===== config.mk =====
export PLATFORM = sky130hd
export DESIGN_NAME = fte_alu
export DESIGN_NICKNAME = d
export VERILOG_FILES = /design/src/design/fte_pkg.sv /design/src/design/fte_alu.sv
export SDC_FILE = /design/constraint.sdc
export NUM_CORES = 1
export LEC_CHECK = 0
export BUFFER_PORTS_ARGS = -buffer_cell sky130_fd_sc_hd__buf_4
export CELL_PAD_IN_SITES_DETAIL_PLACEMENT = 0
export CELL_PAD_IN_SITES_GLOBAL_PLACEMENT = 1
export CORE_ASPECT_RATIO = 0.7
export CORE_UTILIZATION = 30
export DETAILED_ROUTE_END_ITERATION = 16
export PLACE_DENSITY = 0.84
export SLEW_MARGIN = 10
export SYNTH_ARGS = -nofsm -noshare
export SYNTH_HDL_FRONTEND = slang
export SYNTH_SLANG_ARGS = --single-unit

===== constraint.sdc =====
create_clock -name vclk -period 10
set_input_delay 0.5 -clock vclk [all_inputs]
set_output_delay 0.5 -clock vclk [all_outputs]
set_load 0.1 [all_outputs]

===== src/design/fte_pkg.sv =====
// ----------------------------------------------------------------------------
// fte_pkg
// Shared types and constants of the Fenwick tree engine: field widths,
// operation codes, sign constant and the flag bundle of the shared adder.
// ----------------------------------------------------------------------------
package fte_pkg;

	// field widths on the channels
	localparam int MODE_W = 3;
	localparam int IDX_W  = 11;
	localparam int VAL_W  = 32;
	localparam int SUM_W  = 64;

	// operation codes
	localparam logic [MODE_W-1:0] MODE_ADD   = 3'd0;
	localparam logic [MODE_W-1:0] MODE_SET   = 3'd1;
	localparam logic [MODE_W-1:0] MODE_RANGE = 3'd2;
	localparam logic [MODE_W-1:0] MODE_READ  = 3'd3;
	localparam logic [MODE_W-1:0] MODE_LOWER = 3'd4;
	localparam logic [MODE_W-1:0] MODE_UPPER = 3'd5;

	// size register value after reset
	localparam logic [IDX_W-1:0] SIZE_RESET = 11'd1024;

	// sign bit of a 64-bit sum
	localparam logic [SUM_W-1:0] SIGN64 = 64'h8000_0000_0000_0000;

	// status of the shared adder/comparator
	typedef struct packed {
		logic lt; // signed a < b (valid on subtract)
		logic eq; // a == b (valid on subtract)
	} alu_flags_t;

endpackage


===== src/design/fte_alu.sv =====
// ----------------------------------------------------------------------------
// fte_alu
// Shared 64-bit add/subtract unit with signed less-than and equality flags.
// ----------------------------------------------------------------------------
module fte_alu (
	input  logic [fte_pkg::SUM_W-1:0] op_a,
	input  logic [fte_pkg::SUM_W-1:0] op_b,
	input  logic                      sub,
	output logic [fte_pkg::SUM_W-1:0] res,
	output fte_pkg::alu_flags_t       flags
);

	logic [fte_pkg::SUM_W:0] a_ext;
	logic [fte_pkg::SUM_W:0] b_ext;
	logic [fte_pkg::SUM_W:0] sum_ext;

	// sign-flipped operands turn the carry into a signed compare
	assign a_ext   = {1'b0, op_a ^ fte_pkg::SIGN64};
	assign b_ext   = {1'b0, op_b ^ fte_pkg::SIGN64} ^ {(fte_pkg::SUM_W + 1){sub}};
	assign sum_ext = a_ext + b_ext + {{fte_pkg::SUM_W{1'b0}}, sub};

	// low bits are a +/- b modulo 2^64 since the flips cancel
	assign res      = sum_ext[fte_pkg::SUM_W-1:0];
	assign flags.lt = sum_ext[fte_pkg::SUM_W];
	assign flags.eq = (sum_ext[fte_pkg::SUM_W-1:0] == '0);

endmodule


Word-level counts from Yosys, hierarchy flattened:

Index checks and enable logic that the tools add are counted.

* register bits: 0
* output and inout port bits: 66
* logic and storage cells: 6

* $add $sub $neg: 2
* bitwise gates (word level): 3
* reductions and logical operators: 1

Operator list (number)
* adder 64 x 65 -> 65 bit: 1
* adder 65 x 1 -> 65 bit: 1
* XOR 64 x 65 -> 65 bit: 1
* zero test 64 bit: 1
* inverter 1 bit: 2

Logic depth before layout (Yosys ltp):

* word-level depth: 5
* mapped depth: 16
* depth with buffers taken out: 14

Worst setup path after synthesis:

No wires, ideal clock.

* kind: input to output
* start: input sub
* end: output flags[0] in the netlist's numbering
* arrival time: 7.312 ns
* path slack: 2.188 ns
* stages: 16
* buffers on the path: 3
* path through: clkbuf_1 clkbuf_1 xor2_1 ha_1 clkbuf_1 nand2_1 nor2_1 nand2_1 a211oi_1 nor2_1 o41ai_1 xor2_1 or4_1 or4_1 or4_1 nor4_2

RTL lines
* from (decl): RTL line fte_alu.sv:8 `input logic sub,`
* to (decl): RTL line fte_alu.sv:10 `output fte_pkg::alu_flags_t flags`

==> qor.yml <==
outcome: "complete, no violations"
cp_data_required_time_ps: 9500
clock.fmax_ghz: 0.145
max_stage_delay_ps: 760
ys_warn_count: 0
worstMarginPinSlew_ps: 1040
crit_fanout: 65
vias: 6134
met2_usage_pct: 29.8
hold_viol_final: 0
fin_tns_setup_ps: 0
finalSetupViolations: 0
nFillCells: 1810
syn_to_final_growth_pct: 31.7
cp_cell_sequence: "buf_4 > xor2_1 > inv_1 > fa_1 > nand2b_1 > a211oi_1 > o21ai_0 > a211oi_1 > nor2_1 > o41ai_1 > xor2_1 > or4_1 > or4_1 > or4_1 > nor4_2 > buf_4"
worstSetupPathType: "input port to output port"
relSlewSlack_pct: 30.9
ys_types: 79
die-height_um: 111
ir_drop_mv: 0.136
fin_crit_ps: 6910
overflow: 0
ys_seq_area_share_pct: 0
seqCellArea_um2: 0
multi_input_area_mm2: 0.00487
dp.cells: 1121
core_area_mm2: 0.0164
synth.avg_cell_area_um2: 6.94
gp_congestion: 0.908
slew_violations: 0
nFlopsAndLatches: 0
io-pin-count: 195
cts_setup_buffers: 0
port_buffers: 195
hp-class: "input port to output port"
vias_per_cell: 5.47
p_per_area_mw_per_mm2: 207
die_area_mm2: 0.0174
wl_mm: 19.6
period_share_pct: 69.1
synthesis.area_mm2: 0.00507
worst_setup_path_end_kind: "output port"
rows: 39
grt_pass1_vias: 5601
max_cap_viol_count: 0
grt_util_met1_pct: 37.0
grt_max_degree: 66
post-route-drc-count: 0
cp-start-kind: "input port"
power_leakage_nw: 3.08
hpwl_mm: 17.0
drive_gt1_share_pct: 24.8
nClkBuffers: 0
postSynthCellCount: 731
start_util_pct: 30.9
n_antenna_cell: 0
nNetsFinal: 1097
ant_nets: 0
fp.dieW_um: 157
rsz0062_at_grt: "no"
synth_nets: 930
drt_iter0_drc: 504
critPathMostFrequentCell: "or4_1"
cpMaxStageDelayCell: "buf_4"
met3_usage_pct: 1.88
critPathArrivalTime_ps: 6410
cts_hold_buffers: 0
grt-busiest-layer: "met1"
stdcell_count: 1121
cts-resized-gates: 0
grt_pass1_wl_mm: 30.6
antenna_found_initial: 0
drtPass1Iterations: 7
grt.total_usage_pct: 21.8
drt-wirelength-per-cell_um: 17.5
[path summary, 6_finish.rpt]
path | endpoint | start | slack, ps | depth (start not counted)
setup / recovery | flags[0] | sub | 3090 | 16
hold / removal | res[0] | op_b[0] | 1420 | 3
[per-layer routing]
layer  routed length, um  up-vias
li1                    -     3075
met1               10600     2813
met2                7520      244
met3                1470        2
met4                  31        0
met5                   0        -
[per-stage QoR]
step	hold WS [ps]	area, um2	utilization [%]	total power, W	worst slack [ps]
CTS	1430	6680	40.6	0.00138	3060
detailed placement	1430	6680	40.6	0.00137	3080
floorplan	1450	5070	-	0.00106	2190
global placement	1430	6680	40.6	0.00137	3190
global route	1430	6680	40.6	0.00145	2630
finish	1420	6680	40.6	0.00138	3090
[power breakdown]
group	total, W	switching (W)	leakage [nW]	internal [W]
combinational	0.00138	0.00105	3.08	0.000337
sequential	0	0	0	0
clock	0	0	0	0
[worst max-delay path: cells and delay by family]
family / cells / cell delay (ps)
fa+ha+maj: 1 / 420
compound gates: 4 / 1680
buf+inv: 3 / 1180
simple gates: 6 / 2190
xor+xnor: 2 / 420
[Yosys cell counts, types with 5 or more instances]
cell type / instances / area (um2)
xor2_1: 86 / 753
a21oi_1: 71 / 355
ha_1: 69 / 863
nand2_1: 66 / 248
nor2_1: 50 / 188
o21ai_0: 39 / 195
a21o_1: 30 / 225
xnor2_1: 30 / 263
nor3_1: 24 / 120
inv_1: 19 / 71.3
clkbuf_1: 17 / 63.8
nand4_1: 16 / 100
a211oi_1: 15 / 113
o21bai_1: 14 / 105
or4_1: 13 / 97.6
nand3_1: 11 / 55.1
nand2b_1: 9 / 56.3
o21a_1: 8 / 60.1
or3_1: 7 / 43.8
buf_2: 6 / 30.0
o21ai_1: 6 / 30.0
and3_1: 5 / 31.3
nor2b_1: 5 / 31.3
nor4_1: 5 / 31.3
o211ai_1: 5 / 37.5
o31ai_1: 5 / 37.5
[cell families (layout without fill, tap and decap cells)]
family                   count (synthesis)  in the layout  synth area share [%]
AO/OA/AOI/OAI                          251            251                  33.0
AND/OR/NAND/NOR                        240            240                  24.4
XOR/XNOR                               116            116                  20.0
adder cells (fa/ha/maj)                 70             70                  17.4
buffers and inverters                   49            214                  4.09
multiplexers                             5              5                  1.11
[cell type report]
type,count,area share (%)
timing repair buffer,195,21.9
inverter,19,1.07
multi-input combinational,682,72.8
tap,225,4.21
[layout by cell type (no fill, tap or decap), drive strengths merged, types with 15 or more instances in the layout]
cell type,n
nor2,51
ha,69
buf,195
nand4,17
a211oi,15
xnor2,30
nand2,66
a21oi,75
a21o,30
inv,19
xor2,86
o21ai,45
nor3,24
No activity file was read; power rests on OpenSTA's default activity.
